`src/design/tarp_pkg.sv`:
```
// Shared types, widths and constants for the three-axis rate PID.
`default_nettype none

package tarp_pkg;

  localparam int SAMPLE_W    = 16;
  localparam int GAIN_W      = 24;
  localparam int BOUND_W     = 16;
  localparam int DT_W        = 16;
  localparam int DRIVE_W     = 16;
  localparam int TGT_W       = 19;  // stick * 5 before the divide by 4
  localparam int ERR_W       = 18;
  localparam int ACC_W       = 17;
  localparam int DIFF_W      = 19;
  localparam int MAG_W       = 18;  // unsigned multiplier operand
  localparam int PROD_W      = GAIN_W + MAG_W;
  localparam int BIG_W       = 56;  // kd * |diff| * 15625
  localparam int MDIV_W      = BIG_W - 8;
  localparam int SUM_W       = 31;
  localparam int QUOT_W      = 29;
  localparam int REM_W       = 16;
  localparam int CNT_W       = 5;
  localparam int STEP_X_W    = 27;
  localparam int STEP_BITS   = 14;
  localparam int RECIP_W     = 27;
  localparam int STEP_SHIFT  = 40;
  localparam int CFG_IDX_W   = 3;
  localparam int IN_TDATA_W  = 120;
  localparam int OUT_TDATA_W = 56;

  localparam logic [PROD_W-1:0]       STEP_BIAS    = PROD_W'(1000000);
  // 2^40 / 15625 rounded up; exact for step operands below 2^26
  localparam logic [RECIP_W-1:0]      STEP_RECIP   = RECIP_W'(70368745);
  localparam logic [CNT_W-1:0]        D_NBITS      = CNT_W'(QUOT_W);
  localparam logic signed [SUM_W-1:0] DRIVE_MAX    = SUM_W'(16384);
  localparam logic signed [SUM_W-1:0] D_SAT        = SUM_W'(1) <<< QUOT_W;

  localparam logic [1:0] AXIS_ROLL  = 2'd0;
  localparam logic [1:0] AXIS_PITCH = 2'd1;
  localparam logic [1:0] AXIS_YAW   = 2'd2;

  typedef enum logic [CFG_IDX_W-1:0] {
    REG_RP_P  = 3'd0,
    REG_RP_I  = 3'd1,
    REG_RP_D  = 3'd2,
    REG_YAW_P = 3'd3,
    REG_YAW_I = 3'd4,
    REG_YAW_D = 3'd5,
    REG_BOUND = 3'd6
  } reg_idx_e;

  typedef struct packed {
    logic [GAIN_W-1:0]  rp_p;
    logic [GAIN_W-1:0]  rp_i;
    logic [GAIN_W-1:0]  rp_d;
    logic [GAIN_W-1:0]  yaw_p;
    logic [GAIN_W-1:0]  yaw_i;
    logic [GAIN_W-1:0]  yaw_d;
    logic [BOUND_W-1:0] bound;
  } cfg_t;

  localparam cfg_t CFG_RESET = '{
    rp_p:  GAIN_W'(32768),
    rp_i:  GAIN_W'(19661),
    rp_d:  GAIN_W'(328),
    yaw_p: GAIN_W'(131072),
    yaw_i: GAIN_W'(32768),
    yaw_d: GAIN_W'(655),
    bound: BOUND_W'(1024)
  };

  typedef enum logic [3:0] {
    OP_NONE,
    OP_LOAD,
    OP_ERR,
    OP_MUL_STEP,
    OP_DIV_STEP,
    OP_ACC,
    OP_MUL_P,
    OP_MUL_I,
    OP_MUL_D,
    OP_SCALE1,
    OP_SCALE2,
    OP_DIV_D,
    OP_DSUM,
    OP_DRIVE
  } op_e;

  typedef struct packed {
    op_e        op;
    logic [1:0] axis;
  } cmd_t;

  typedef struct packed {
    logic armed;
    logic div_busy;
  } stat_t;

endpackage

`default_nettype wire

```
`src/design/three_axis_rate_pid.sv`:
```
// Top level: gain registers, controller, datapath and output register.
// Armed item: the three axes pass through the datapath steps in turn, each waiting on the
//   shared divider (29 quotient bits per axis); no new item is taken before the result is emitted.
// Disarmed item: the axis steps are skipped and the result goes to the output register once it is free.
// A new item is taken while the previous result still waits in the output register.
// Reset (rst_ni low, asynchronous) loads the default gains and clears all loop state.
`default_nettype none

module three_axis_rate_pid import tarp_pkg::*; (
  input  logic                   clk_i,
  input  logic                   rst_ni,
  // armed, stick_roll, stick_pitch, stick_yaw, rate_x, rate_y, rate_z, dt_us
  input  logic                   s_axis_tvalid,
  output logic                   s_axis_tready,
  input  logic [IN_TDATA_W-1:0]  s_axis_tdata,
  // roll_drive, pitch_drive, yaw_drive, motors_stopped
  output logic                   m_axis_tvalid,
  input  logic                   m_axis_tready,
  output logic [OUT_TDATA_W-1:0] m_axis_tdata,
  input  logic                   cfg_we_i,
  input  logic [CFG_IDX_W-1:0]   cfg_idx_i,
  input  logic [GAIN_W-1:0]      cfg_data_i
);

  cfg_t                   cfg_q;
  cmd_t                   cmd;
  stat_t                  stat;
  logic                   emit;
  logic                   out_free;
  logic                   m_valid_q;
  logic [OUT_TDATA_W-1:0] m_data_q;
  logic [DRIVE_W-1:0]     roll_drive, pitch_drive, yaw_drive;
  logic                   stopped;

  always_ff @(posedge clk_i or negedge rst_ni) begin
    if (!rst_ni) begin
      cfg_q <= CFG_RESET;
    end else if (cfg_we_i) begin
      case (reg_idx_e'(cfg_idx_i))
        REG_RP_P:  cfg_q.rp_p  <= cfg_data_i;
        REG_RP_I:  cfg_q.rp_i  <= cfg_data_i;
        REG_RP_D:  cfg_q.rp_d  <= cfg_data_i;
        REG_YAW_P: cfg_q.yaw_p <= cfg_data_i;
        REG_YAW_I: cfg_q.yaw_i <= cfg_data_i;
        REG_YAW_D: cfg_q.yaw_d <= cfg_data_i;
        REG_BOUND: cfg_q.bound <= cfg_data_i[BOUND_W-1:0];
        default: ;
      endcase
    end
  end

  assign out_free = !m_valid_q || m_axis_tready;

  tarp_ctrl u_ctrl (
    .clk_i      (clk_i),
    .rst_ni     (rst_ni),
    .in_valid_i (s_axis_tvalid),
    .in_ready_o (s_axis_tready),
    .out_free_i (out_free),
    .stat_i     (stat),
    .cmd_o      (cmd),
    .emit_o     (emit)
  );

  tarp_dpath u_dpath (
    .clk_i         (clk_i),
    .rst_ni        (rst_ni),
    .cmd_i         (cmd),
    .cfg_i         (cfg_q),
    .in_data_i     (s_axis_tdata),
    .stat_o        (stat),
    .roll_drive_o  (roll_drive),
    .pitch_drive_o (pitch_drive),
    .yaw_drive_o   (yaw_drive),
    .stopped_o     (stopped)
  );

  always_ff @(posedge clk_i or negedge rst_ni) begin
    if (!rst_ni) begin
      m_valid_q <= 1'b0;
    end else if (emit) begin
      m_valid_q <= 1'b1;
    end else if (m_axis_tready) begin
      m_valid_q <= 1'b0;
    end
  end

  always_ff @(posedge clk_i) begin
    if (emit) begin
      m_data_q <= {{(OUT_TDATA_W-3*DRIVE_W-1){1'b0}}, stopped,
                   yaw_drive, pitch_drive, roll_drive};
    end
  end

  assign m_axis_tvalid = m_valid_q;
  assign m_axis_tdata  = m_data_q;

endmodule

`default_nettype wire

```
`src/design/tarp_div.sv`:
```
// Restoring divider, one quotient bit per cycle, remainder preloaded.
`default_nettype none

module tarp_div import tarp_pkg::*; (
  input  logic              clk_i,
  input  logic              rst_ni,
  input  logic              start_i,
  input  logic [REM_W-1:0]  rem_init_i,
  input  logic [QUOT_W-1:0] low_bits_i,
  input  logic [CNT_W-1:0]  nbits_i,
  input  logic [REM_W-1:0]  divisor_i,
  output logic              busy_o,
  output logic [QUOT_W-1:0] quot_o
);

  logic              busy_q, busy_d;
  logic [CNT_W-1:0]  cnt_q, cnt_d;
  logic [REM_W-1:0]  rem_q;
  logic [QUOT_W-1:0] low_q;
  logic [QUOT_W-1:0] quot_q;
  logic [REM_W-1:0]  div_q;
  logic [REM_W:0]    trial;
  logic [REM_W:0]    trial_sub;
  logic              fits;

  assign trial     = {rem_q, low_q[QUOT_W-1]};
  assign trial_sub = trial - {1'b0, div_q};
  assign fits      = trial >= {1'b0, div_q};

  always_comb begin
    busy_d = busy_q;
    cnt_d  = cnt_q;
    if (start_i) begin
      busy_d = 1'b1;
      cnt_d  = nbits_i;
    end else if (busy_q) begin
      cnt_d = cnt_q - CNT_W'(1);
      if (cnt_q == CNT_W'(1)) busy_d = 1'b0;
    end
  end

  always_ff @(posedge clk_i or negedge rst_ni) begin
    if (!rst_ni) begin
      busy_q <= 1'b0;
      cnt_q  <= '0;
    end else begin
      busy_q <= busy_d;
      cnt_q  <= cnt_d;
    end
  end

  always_ff @(posedge clk_i) begin
    if (start_i) begin
      rem_q  <= rem_init_i;
      low_q  <= low_bits_i;
      quot_q <= '0;
      div_q  <= divisor_i;
    end else if (busy_q) begin
      rem_q  <= fits ? trial_sub[REM_W-1:0] : trial[REM_W-1:0];
      low_q  <= low_q << 1;
      quot_q <= {quot_q[QUOT_W-2:0], fits};
    end
  end

  assign busy_o = busy_q;
  assign quot_o = quot_q;

  a_start_idle: assert property (@(posedge clk_i) disable iff (!rst_ni)
    start_i |-> !busy_q) else $error("divider started while busy");

  a_busy_count: assert property (@(posedge clk_i) disable iff (!rst_ni)
    busy_q |-> cnt_q != '0) else $error("divider busy with zero count");

  a_fall_last: assert property (@(posedge clk_i) disable iff (!rst_ni)
    $fell(busy_q) |-> $past(cnt_q) == CNT_W'(1))
    else $error("divider finished early");

endmodule

`default_nettype wire

```
`src/design/tarp_dpath.sv`:
```
// Datapath: input latch, per-axis state, shared multiplier and divider.
`default_nettype none

module tarp_dpath import tarp_pkg::*; (
  input  logic                  clk_i,
  input  logic                  rst_ni,
  input  cmd_t                  cmd_i,
  input  cfg_t                  cfg_i,
  input  logic [IN_TDATA_W-1:0] in_data_i,
  output stat_t                 stat_o,
  output logic [DRIVE_W-1:0]    roll_drive_o,
  output logic [DRIVE_W-1:0]    pitch_drive_o,
  output logic [DRIVE_W-1:0]    yaw_drive_o,
  output logic                  stopped_o
);

  // latched item
  logic                       armed_q;
  logic signed [SAMPLE_W-1:0] stick_q [3];
  logic signed [SAMPLE_W-1:0] rate_q  [3];
  logic [DT_W-1:0]            dt_q;

  // per-axis state
  logic signed [ACC_W-1:0]    acc_q   [3];
  logic signed [ERR_W-1:0]    last_q  [3];
  logic [DRIVE_W-1:0]         drive_q [3];
  logic                       stopped_q;

  // working registers
  logic signed [ERR_W-1:0]    err_q;
  logic signed [DIFF_W-1:0]   diff_q;
  logic [PROD_W-1:0]          mul_q;
  logic [BIG_W-1:0]           big_q;
  logic signed [SUM_W-1:0]    sum_q;
  logic                       ovf_q;
  logic [STEP_BITS-1:0]       step_q;

  logic                       in_armed;
  logic [DT_W-1:0]            in_dt;

  logic signed [SAMPLE_W-1:0] stick_s, rate_s;
  logic signed [ACC_W-1:0]    acc_s;
  logic signed [ERR_W-1:0]    last_s;
  logic [GAIN_W-1:0]          kp, ki, kd;
  logic                       is_yaw;

  logic signed [TGT_W-1:0]    num_c, adj_c, tgt_c;
  logic signed [ERR_W-1:0]    err_c;
  logic signed [DIFF_W-1:0]   diff_c;

  logic                       err_neg, diff_neg, acc_neg;
  logic [ERR_W-1:0]           err_abs;
  logic [DIFF_W-1:0]          diff_abs;
  logic [ACC_W-1:0]           acc_abs;
  logic [MAG_W-1:0]           err_mag, diff_mag, acc_mag;

  logic [GAIN_W-1:0]          mul_a;
  logic [MAG_W-1:0]           mul_b;
  logic [PROD_W-1:0]          mul_c;

  logic [PROD_W-1:0]          step_sum;
  logic [STEP_X_W-1:0]        step_x;
  logic [STEP_X_W+RECIP_W-1:0] step_prod;
  logic [MDIV_W-1:0]          mdiv;
  logic [MDIV_W-QUOT_W-1:0]   dtop;
  logic [BIG_W-1:0]           scale_in, scale_c;

  logic                       div_start, div_busy;
  logic [REM_W-1:0]           div_rem, div_divisor;
  logic [QUOT_W-1:0]          div_low, div_quot;
  logic [CNT_W-1:0]           div_nbits;

  logic signed [ACC_W:0]      acc_ext, step_s, acc_sum, bnd_s, acc_new;
  logic signed [SUM_W-1:0]    p_term, i_term, d_term, d_mag;
  logic [DRIVE_W-1:0]         drive_c;

  assign in_armed = in_data_i[0];
  assign in_dt    = in_data_i[112:97];

  // axis selection
  always_comb begin
    stick_s = stick_q[2];
    rate_s  = rate_q[2];
    acc_s   = acc_q[2];
    last_s  = last_q[2];
    kp      = cfg_i.yaw_p;
    ki      = cfg_i.yaw_i;
    kd      = cfg_i.yaw_d;
    is_yaw  = 1'b1;
    case (cmd_i.axis)
      AXIS_ROLL, AXIS_PITCH: begin
        stick_s = (cmd_i.axis == AXIS_ROLL) ? stick_q[0] : stick_q[1];
        rate_s  = (cmd_i.axis == AXIS_ROLL) ? rate_q[0]  : rate_q[1];
        acc_s   = (cmd_i.axis == AXIS_ROLL) ? acc_q[0]   : acc_q[1];
        last_s  = (cmd_i.axis == AXIS_ROLL) ? last_q[0]  : last_q[1];
        kp      = cfg_i.rp_p;
        ki      = cfg_i.rp_i;
        kd      = cfg_i.rp_d;
        is_yaw  = 1'b0;
      end
      default: ;
    endcase
  end

  // target (Q.12) = stick / 4 or stick * 5 / 4, truncated toward zero
  always_comb begin
    num_c = {{(TGT_W-SAMPLE_W){stick_s[SAMPLE_W-1]}}, stick_s};
    if (is_yaw) num_c = num_c + (num_c <<< 2);
    adj_c  = num_c + (num_c[TGT_W-1] ? TGT_W'(3) : TGT_W'(0));
    tgt_c  = adj_c >>> 2;
    err_c  = tgt_c[ERR_W-1:0] - {rate_s[SAMPLE_W-1], rate_s, 1'b0};
    diff_c = {err_c[ERR_W-1], err_c} - {last_s[ERR_W-1], last_s};
  end

  assign err_neg  = err_q[ERR_W-1];
  assign diff_neg = diff_q[DIFF_W-1];
  assign acc_neg  = acc_s[ACC_W-1];
  assign err_abs  = err_neg  ? ERR_W'(-err_q)   : ERR_W'(err_q);
  assign diff_abs = diff_neg ? DIFF_W'(-diff_q) : DIFF_W'(diff_q);
  assign acc_abs  = acc_neg  ? ACC_W'(-acc_s)   : ACC_W'(acc_s);
  assign err_mag  = err_abs;
  assign diff_mag = diff_abs[MAG_W-1:0];
  assign acc_mag  = {1'b0, acc_abs};

  // shared unsigned multiplier
  always_comb begin
    mul_a = kd;
    mul_b = diff_mag;
    case (cmd_i.op)
      OP_MUL_STEP: begin
        mul_a = {{(GAIN_W-DT_W){1'b0}}, dt_q};
        mul_b = err_mag;
      end
      OP_MUL_P: begin
        mul_a = kp;
        mul_b = err_mag;
      end
      OP_MUL_I: begin
        mul_a = ki;
        mul_b = acc_mag;
      end
      default: ;
    endcase
    mul_c = {{MAG_W{1'b0}}, mul_a} * {{GAIN_W{1'b0}}, mul_b};
  end

  // x * 125 as (x << 7) - (x << 1) - x; applied twice gives x * 15625
  assign scale_in = (cmd_i.op == OP_SCALE1) ? {{(BIG_W-PROD_W){1'b0}}, mul_q} : big_q;
  assign scale_c  = (scale_in << 7) - (scale_in << 1) - scale_in;

  // rounded integral step: (|err| * dt + 10^6) / 2^7 / 15625 by reciprocal
  assign step_sum  = mul_q + STEP_BIAS;
  assign step_x    = step_sum[STEP_X_W+6:7];
  assign step_prod = {{RECIP_W{1'b0}}, step_x} * {{STEP_X_W{1'b0}}, STEP_RECIP};

  // derivative over dt on the serial divider
  assign mdiv        = big_q[BIG_W-1:8];
  assign dtop        = mdiv[MDIV_W-1:QUOT_W];
  assign div_start   = (cmd_i.op == OP_DIV_D);
  assign div_rem     = dtop[REM_W-1:0];
  assign div_low     = mdiv[QUOT_W-1:0];
  assign div_nbits   = D_NBITS;
  assign div_divisor = dt_q;

  tarp_div u_div (
    .clk_i      (clk_i),
    .rst_ni     (rst_ni),
    .start_i    (div_start),
    .rem_init_i (div_rem),
    .low_bits_i (div_low),
    .nbits_i    (div_nbits),
    .divisor_i  (div_divisor),
    .busy_o     (div_busy),
    .quot_o     (div_quot)
  );

  // integral update with clamp
  always_comb begin
    acc_ext = {acc_s[ACC_W-1], acc_s};
    step_s  = {{(ACC_W+1-STEP_BITS){1'b0}}, step_q};
    if (err_neg) step_s = -step_s;
    acc_sum = acc_ext + step_s;
    bnd_s   = {2'b00, cfg_i.bound};
    if (acc_sum > bnd_s)       acc_new = bnd_s;
    else if (acc_sum < -bnd_s) acc_new = -bnd_s;
    else                       acc_new = acc_sum;
  end

  // signed P, I, D terms in Q.14
  always_comb begin
    p_term = SUM_W'(mul_q[PROD_W-1:14]);
    if (err_neg) p_term = -p_term;
    i_term = SUM_W'(mul_q[PROD_W-1:13]);
    if (acc_neg) i_term = -i_term;
    d_mag  = ovf_q ? D_SAT : SUM_W'(div_quot);
    d_term = diff_neg ? -d_mag : d_mag;
    if (sum_q > DRIVE_MAX)       drive_c = DRIVE_MAX[DRIVE_W-1:0];
    else if (sum_q < -DRIVE_MAX) drive_c = DRIVE_W'(-DRIVE_MAX);
    else                         drive_c = sum_q[DRIVE_W-1:0];
  end

  // control and loop state
  always_ff @(posedge clk_i or negedge rst_ni) begin
    if (!rst_ni) begin
      armed_q   <= 1'b0;
      stopped_q <= 1'b0;
      for (int a = 0; a < 3; a++) begin
        acc_q[a]   <= '0;
        last_q[a]  <= '0;
        drive_q[a] <= '0;
      end
    end else begin
      case (cmd_i.op)
        OP_LOAD: begin
          armed_q   <= in_armed;
          stopped_q <= !in_armed;
          if (!in_armed) begin
            for (int a = 0; a < 3; a++) begin
              acc_q[a]   <= '0;
              last_q[a]  <= '0;
              drive_q[a] <= '0;
            end
          end
        end
        OP_ERR:   last_q[cmd_i.axis]  <= err_c;
        OP_ACC:   acc_q[cmd_i.axis]   <= acc_new[ACC_W-1:0];
        OP_DRIVE: drive_q[cmd_i.axis] <= drive_c;
        default: ;
      endcase
    end
  end

  // payload registers
  always_ff @(posedge clk_i) begin
    case (cmd_i.op)
      OP_LOAD: begin
        stick_q[0] <= in_data_i[16:1];
        stick_q[1] <= in_data_i[32:17];
        stick_q[2] <= in_data_i[48:33];
        rate_q[0]  <= in_data_i[64:49];
        rate_q[1]  <= in_data_i[80:65];
        rate_q[2]  <= in_data_i[96:81];
        dt_q       <= (in_dt == '0) ? DT_W'(1) : in_dt;
      end
      OP_ERR: begin
        err_q  <= err_c;
        diff_q <= diff_c;
      end
      OP_MUL_STEP, OP_MUL_P: mul_q <= mul_c;
      OP_DIV_STEP: step_q <= step_prod[STEP_SHIFT+STEP_BITS-1:STEP_SHIFT];
      OP_MUL_I: begin
        mul_q <= mul_c;
        sum_q <= p_term;
      end
      OP_MUL_D: begin
        mul_q <= mul_c;
        sum_q <= sum_q + i_term;
      end
      OP_SCALE1, OP_SCALE2: big_q <= scale_c;
      OP_DIV_D: ovf_q <= dtop >= {{(MDIV_W-QUOT_W-DT_W){1'b0}}, dt_q};
      OP_DSUM:  sum_q <= sum_q + d_term;
      default: ;
    endcase
  end

  assign stat_o.armed    = armed_q;
  assign stat_o.div_busy = div_busy;
  assign roll_drive_o    = drive_q[0];
  assign pitch_drive_o   = drive_q[1];
  assign yaw_drive_o     = drive_q[2];
  assign stopped_o       = stopped_q;

endmodule

`default_nettype wire

```
`src/design/tarp_ctrl.sv`:
```
// Sequencer: walks the three axes through the shared datapath steps when armed.
`default_nettype none

module tarp_ctrl import tarp_pkg::*; (
  input  logic  clk_i,
  input  logic  rst_ni,
  input  logic  in_valid_i,
  output logic  in_ready_o,
  input  logic  out_free_i,
  input  stat_t stat_i,
  output cmd_t  cmd_o,
  output logic  emit_o
);

  typedef enum logic [4:0] {
    ST_IDLE,
    ST_DISPATCH,
    ST_ERR,
    ST_MSTEP,
    ST_DSTEP,
    ST_ACC,
    ST_MP,
    ST_MI,
    ST_MD,
    ST_SC1,
    ST_SC2,
    ST_DD,
    ST_WD,
    ST_DSUM,
    ST_DRIVE,
    ST_FINISH
  } state_e;

  state_e     state_q, state_d;
  logic [1:0] axis_q, axis_d;

  always_comb begin
    state_d    = state_q;
    axis_d     = axis_q;
    in_ready_o = 1'b0;
    emit_o     = 1'b0;
    cmd_o.op   = OP_NONE;
    cmd_o.axis = axis_q;
    case (state_q)
      ST_IDLE: begin
        in_ready_o = 1'b1;
        if (in_valid_i) begin
          cmd_o.op = OP_LOAD;
          axis_d   = AXIS_ROLL;
          state_d  = ST_DISPATCH;
        end
      end
      ST_DISPATCH: state_d = stat_i.armed ? ST_ERR : ST_FINISH;
      ST_ERR: begin
        cmd_o.op = OP_ERR;
        state_d  = ST_MSTEP;
      end
      ST_MSTEP: begin
        cmd_o.op = OP_MUL_STEP;
        state_d  = ST_DSTEP;
      end
      ST_DSTEP: begin
        cmd_o.op = OP_DIV_STEP;
        state_d  = ST_ACC;
      end
      ST_ACC: begin
        cmd_o.op = OP_ACC;
        state_d  = ST_MP;
      end
      ST_MP: begin
        cmd_o.op = OP_MUL_P;
        state_d  = ST_MI;
      end
      ST_MI: begin
        cmd_o.op = OP_MUL_I;
        state_d  = ST_MD;
      end
      ST_MD: begin
        cmd_o.op = OP_MUL_D;
        state_d  = ST_SC1;
      end
      ST_SC1: begin
        cmd_o.op = OP_SCALE1;
        state_d  = ST_SC2;
      end
      ST_SC2: begin
        cmd_o.op = OP_SCALE2;
        state_d  = ST_DD;
      end
      ST_DD: begin
        cmd_o.op = OP_DIV_D;
        state_d  = ST_WD;
      end
      ST_WD: if (!stat_i.div_busy) state_d = ST_DSUM;
      ST_DSUM: begin
        cmd_o.op = OP_DSUM;
        state_d  = ST_DRIVE;
      end
      ST_DRIVE: begin
        cmd_o.op = OP_DRIVE;
        if (axis_q == AXIS_YAW) begin
          state_d = ST_FINISH;
        end else begin
          axis_d  = axis_q + 2'd1;
          state_d = ST_ERR;
        end
      end
      ST_FINISH: begin
        if (out_free_i) begin
          emit_o  = 1'b1;
          state_d = ST_IDLE;
        end
      end
      default: state_d = ST_IDLE;
    endcase
  end

  always_ff @(posedge clk_i or negedge rst_ni) begin
    if (!rst_ni) begin
      state_q <= ST_IDLE;
      axis_q  <= AXIS_ROLL;
    end else begin
      state_q <= state_d;
      axis_q  <= axis_d;
    end
  end

  a_emit_free: assert property (@(posedge clk_i) disable iff (!rst_ni)
    emit_o |-> out_free_i) else $error("result written over a pending one");

  a_load_busy: assert property (@(posedge clk_i) disable iff (!rst_ni)
    (in_valid_i && in_ready_o) |=> !in_ready_o)
    else $error("second item taken while one is in flight");

  a_div_runs: assert property (@(posedge clk_i) disable iff (!rst_ni)
    (cmd_o.op == OP_DIV_D) |=> stat_i.div_busy)
    else $error("divider did not start");

endmodule

`default_nettype wire
```
`config.mk`:
```
export PLATFORM = sky130hd
export DESIGN_NAME = three_axis_rate_pid
export DESIGN_NICKNAME = d
export VERILOG_FILES = /design/src/design/tarp_pkg.sv /design/src/design/three_axis_rate_pid.sv /design/src/design/tarp_div.sv /design/src/design/tarp_dpath.sv /design/src/design/tarp_ctrl.sv
export SDC_FILE = /design/constraint.sdc
export NUM_CORES = 2
export LEC_CHECK = 0
export BUFFER_PORTS_ARGS = -buffer_cell sky130_fd_sc_hd__buf_2
export CAP_MARGIN = 20
export CORE_MARGIN = 1.5
export CORE_UTILIZATION = 40
export DETAILED_ROUTE_END_ITERATION = 8
export GPL_ROUTABILITY_DRIVEN = 1
export PLACE_DENSITY_LB_ADDON = 0.15
export SETUP_SLACK_MARGIN = 0.05
export SLEW_MARGIN = 5
export SYNTH_ARGS = -nofsm -noshare
export SYNTH_HDL_FRONTEND = slang
export SYNTH_HIERARCHICAL = 1
export SYNTH_SLANG_ARGS = --single-unit
export TNS_END_PERCENT = 100
```
`constraint.sdc`:
```
create_clock -name clk_i -period 10.1 [get_ports clk_i]
set_input_delay 0.505 -clock clk_i [delete_from_list [all_inputs] [get_ports clk_i]]
set_output_delay 0.505 -clock clk_i [all_outputs]
set_load 0.005 [all_outputs]
```
# After elaboration in Yosys (flattened, before gate mapping)
# Memory sizes are Yosys's and may differ from the RTL's.
# Cells that the tools add are included.
# word_totals
ff_bits	665
mem_count	2
ramBits	96
# mem_list
memory	depth	word_bits	read_ports	rd_clocked_by_memory_dff	write_ports	line_no	rtl
u_dpath.rate_q	3	16	3	0	3	tarp_dpath.sv:20	logic signed [SAMPLE_W-1:0] rate_q [3];
u_dpath.stick_q	3	16	3	0	3	tarp_dpath.sv:19	logic signed [SAMPLE_W-1:0] stick_q [3];
# op_classes
n_eq_ne	42
reduce_logical	31
magnitude_cmp	8
n_mul	2
n_mux	72
n_bitwise	1
add_sub_neg	21
# op_table
cell	n
$mux W16	10
$sub A56 B56 Y56	2
$mux W18	6
$pmux W54 S2	1
$mux W17	6
$pmux W51 S2	1
$pmux W48 S2	1
$mux W31	3
$pmux W31 S3	1
$pmux W5 S16	1
$mux W24	3
$pmux W24 S3	1
$add A31 B31 Y31	2
$mux W29	2
$mux W56	1
$bwmux W54	1
$mul A27 B27 Y54 const B	1
$mux W54	1
$pmux W4 S13	1
$bwmux W51	1
$mux W51	1
$bwmux W48	1
$mux W48	1
$mul A24 B18 Y42	1
63 further kinds	127

# Logic depth before layout (Yosys ltp)
# logic_depth
depth_word	10
depth_mapped	40

# Cells and area by module
# Netlist, hierarchy kept.
# by_module_without_submodules
mod	seq_area_each_um2	cells_per_inst	area_per_inst_um2	n_inst
tarp_dpath	12677.2	6187	58245.9	1
three_axis_rate_pid	5526.6	407	7662.3	1
tarp_div	2562.5	403	4730.8	1
tarp_ctrl	150.1	64	516.7	1

# Least setup slack after synthesis
# Ideal clock, no wire load.
# synth_path
path_kind	register -> register
from	register u_ctrl.state_q[0]
to	register u_dpath.mul_q[40], data pin
required_ns	9.842
arrival_time_ns	8.810
slack_ns	1.032
path_stages_with_launch	40
period_less_slack_ns	9.068
n_path_buf	4
cell_sequence	dfrtp_1 > buf_2 > nor4_1 > a222oi_1 > inv_1 > nand2_1 > nor3_1 > nor2_1 > nand2_1 > clkbuf_1 > clkbuf_1 > o22ai_1 > a21oi_1 > clkbuf_1 > nor2_1 > fa_1 > inv_1 > fa_1 > [4 not listed] > inv_1 > fa_1 > inv_1 > fa_1 > inv_1 > ha_1 > a21o_1 > a21oi_1 > o21bai_1 > a21o_1 > a21o_1 > a2bb2oi_1 > a211oi_1 > o211ai_1 > nand3_1 > a31o_1 > a21oi_1 > xnor2_1
# synth_lines
item	line_no	rtl
from (decl)	tarp_ctrl.sv:34	state_e state_q, state_d;
from (signal assigned)	tarp_ctrl.sv:123	state_q <= state_d;
to (signal assigned)	tarp_dpath.sv:249	OP_MUL_STEP, OP_MUL_P: mul_q <= mul_c;
to (signal assigned)	tarp_dpath.sv:252	mul_q <= mul_c;
to (signal assigned)	tarp_dpath.sv:256	mul_q <= mul_c;
to (decl)	tarp_dpath.sv:32	logic [PROD_W-1:0] mul_q;

==> results.md <==
* PortBufs at 195
* Gr usage total at a little under a quarter
* Via count at 51.77k
* First-pass GRT wire length at between 300000 and 400000 um
* Status: finished, final reports clean
* Final setup fails at 0
* Critical Path AT at 9.98 ns
* Worst Path Buf+Inv at 8
* First-pass DRT Iterations at 5
* GPL Wtd Cong at around 0.9
* Critical path required time at 10.57 ns
* Die area at between 150000 and 200000 um2
* EDFF count, synth at between 400 and 500
* RSZ-0062 raised after global routing: no
* TritonCTS clock tree: yes
* Seq/Total Area, Yosys at between 20% and 30%
* Cell variety after synth at around 120
* Cell family with most CP delay: adder cells
* Final Hold Fails at 0
* Clk buf depth at 3
* Overflow after GRT at 0
* Crit-path max cell delay at roughly 0.70 ns
* DP HPWL at 160600 um
* Die width at around 420 um
* WL final at between 200000 and 250000 um
* Clock skew at about 0.077 ns
* Setup TNS at 0 ns
* Area Overhead vs Synth at 12.29%
* Asr flop ratio synth at about 43%
* Synthesized area at 71160 um2
* Worst setup EP type: flip-flop
* Core area at approximately 180000 um2
* Final ANT Viol Nets at 0
* MaxCap Viol Count at 0
* Fmax at 105.1 MHz
* Ys flop type: edfxtp_1
* Setup CP Type: reg -> reg
* Vias in the first global route at 53.28k
* Most frequent cells in the layout: 1028 x inv_1, 709 x fa_1, 621 x ha_1
* Share of the clock period used by the worst path at 94.22%
* Average instance area after synthesis at 10.08 um2
* Most frequent CP cell: fa_1
* Min-Delay Path Class: in -> reg
* Final worst path period need at approximately 9.5 ns
* Max transition margin at 20.25%
* Synth Register Bits at between 700 and 800
* Share of layout cells above drive strength 1 at 11.18%
* Root Buffer: clkbuf_16
* Initial antenna violation count at 12
* Ports at 210
* Largest net degree at the start of global routing at between 100 and 150
* Die H at 424.8 um
* Most common cell after layout, fill and taps aside: inv_1
* Num CTS Buffers at 92
* Initial DRC count at approximately 3.3k
* Wire length per cell at 20.98 um
* Worst-path fanout max at 19
* Clk_lat worst skew at 0.77 ns
* Clock Sinks at 760
* Clock slew at reported path FFs at about 0.07 ns
* Worst path slowest cell: fa_1
* Site Rows at 154
* Worst-Margin Slew at about 1.2 ns
* Startpoint types: flip-flop
* Final nets at between 8k and 9k
* DRC errors left at 0
* Final slew viol count at 0
* # H-tree levels at 3
* Yosys warning total at 6
* Mapped Cells at approximately 7.1k
* Via-per-instance ratio at around 5.3
* Initial Util at ~40%
==> cell families (layout without fill, tap and decap cells) <==
logic type	Yosys count	count (layout)	synth area share [%]
AND/OR/NAND/NOR	1659	1659	11.06
buffers and inverters	1323	1703	7.276
multiplexers	362	362	5.462
other	3	13	0.01582
flip-flops	760	760	29.40
adder cells (fa/ha/maj)	1330	1330	30.87
AO/OA/AOI/OAI	1271	1271	11.57
XOR/XNOR	353	353	4.356
==> worst paths after layout <==
path | startpoint | end | slack (ns) | cells after the start
setup / recovery | u_ctrl/state_q[3] | u_dpath/mul_q[40] | 0.58 | 37
hold reg to reg | u_dpath/roll_drive_o[12] | m_axis_tdata[12] | 0.42 | 0
min in group asynchronous | rst_ni | cfg_q[117] | 0.44 | 2
hold / removal | cfg_data_i[18] | cfg_q[154] | 0.07 | 2
setup reg to reg | u_ctrl/state_q[3] | u_dpath/mul_q[40] | 0.58 | 37
max in group asynchronous | rst_ni | u_ctrl/axis_q[0] | 8.02 | 3
==> final cells by class <==
cell class / instances / area [um2]
Multi-Input combinational cell: 4987 / 45340
Sequential cell: 760 / 20930
Clock inverter: 52 / 580.6
Inverter: 1033 / 3881
Clock buffer: 121 / 2534
Antenna cell: 1 / 2.502
Timing Repair Buffer: 497 / 3717
Fill cell: 16866 / 96600
Tap cell: 2340 / 2928
==> through the flow <==
stage / hold WS (ns) / utilization, % / instance area (um2) / setup WS, ns / std cells
after floorplan: 0.2094 / - / 71190 / 1.032 / 7070
after global routing: 0.03466 / 45.27 / 79900 / 0.08799 / 9791
after global placement: 0.4314 / 42.79 / 75530 / 0.4561 / 9498
after detailed placement: 0.4362 / 42.81 / 75550 / 0.3959 / 9499
after CTS: 0.0008694 / 45.23 / 79830 / 0.3452 / 9788
final: 0.07040 / 45.27 / 79900 / 0.5839 / 9791
==> worst reg2reg max path, delay by kind of cell (launching register included) <==
kind | cells | cell delay [ns]
multiplexers | 1 | 0.09
XOR/XNOR | 1 | 0.08
buffers and inverters | 8 | 1.16
adder cells (fa/ha/maj) | 7 | 3.64
flip-flops | 1 | 0.37
AO/OA/AOI/OAI | 12 | 2.32
AND/OR/NAND/NOR | 8 | 1.57
==> state kept, by name, summed over array words and instances (netlist names), 31 cells and up <==
name / flops
cfg_q: 160
u_dpath/last_q: 54
u_dpath/rate_q: 48
m_axis_tdata: 49
u_dpath/stick_q: 48
u_dpath/acc_q: 51
u_dpath/mul_q: 42
u_dpath/sum_q: 31
u_dpath/big_q: 56
==> routing by layer <==
| metal | vias up | global-route usage, % | routed length [um] |
|---|---|---|---|
| met3 | 260 | 3.226 | 9629 |
| met1 | 25902 | 31.98 | 94760 |
| met5 | - | 0 | 74 |
| met2 | 1193 | 37.31 | 95610 |
| met4 | 16 | 5.857 | 5327 |
| li1 | 24397 | - | - |
==> synth_stat cells, drive strengths merged (11+ instances only) <==
cell | number | share of area [%]
o211ai | 24 | 0.26
fa | 709 | 20
a31o | 11 | 0.15
clkbuf | 197 | 1.0
o21a | 64 | 0.68
mux2 | 210 | 3.3
and2 | 59 | 0.52
o21bai | 34 | 0.36
a21boi | 20 | 0.21
or2 | 17 | 0.15
o31ai | 39 | 0.41
xor2 | 140 | 1.7
a31oi | 26 | 0.23
nand2b | 108 | 0.95
o21ai | 333 | 2.4
edfxtp | 403 | 17
nor4 | 33 | 0.31
a21o | 114 | 1.2
o41ai | 18 | 0.24
inv | 1032 | 5.4
a211oi | 35 | 0.38
nor2 | 423 | 2.2
o22ai | 32 | 0.28
or4 | 17 | 0.19
dfstp | 21 | 0.78
dfxtp | 29 | 0.82
nand2 | 597 | 3.2
ha | 621 | 11
nor3 | 71 | 0.53
mux2i | 152 | 2.1
dfrtp | 307 | 11
xnor2 | 213 | 2.6
or3 | 33 | 0.29
nor2b | 101 | 0.89
a21oi | 328 | 2.3
nand3 | 79 | 0.56
buf | 91 | 0.75
and3 | 48 | 0.42
a221oi | 55 | 0.68
a22o | 49 | 0.60
nand4 | 30 | 0.26
==> timing repair <==
item,CTS,global route
gates resized for setup,0,7
endpoints found under the hold margin,226,0
hold buffers,116,0
setup buffers,0,0
endpoints found under the setup margin,0,6
Power is left out: the tool's default activity adds up to more than one toggle a clock period on the data nets, which glitch-free logic cannot reach.
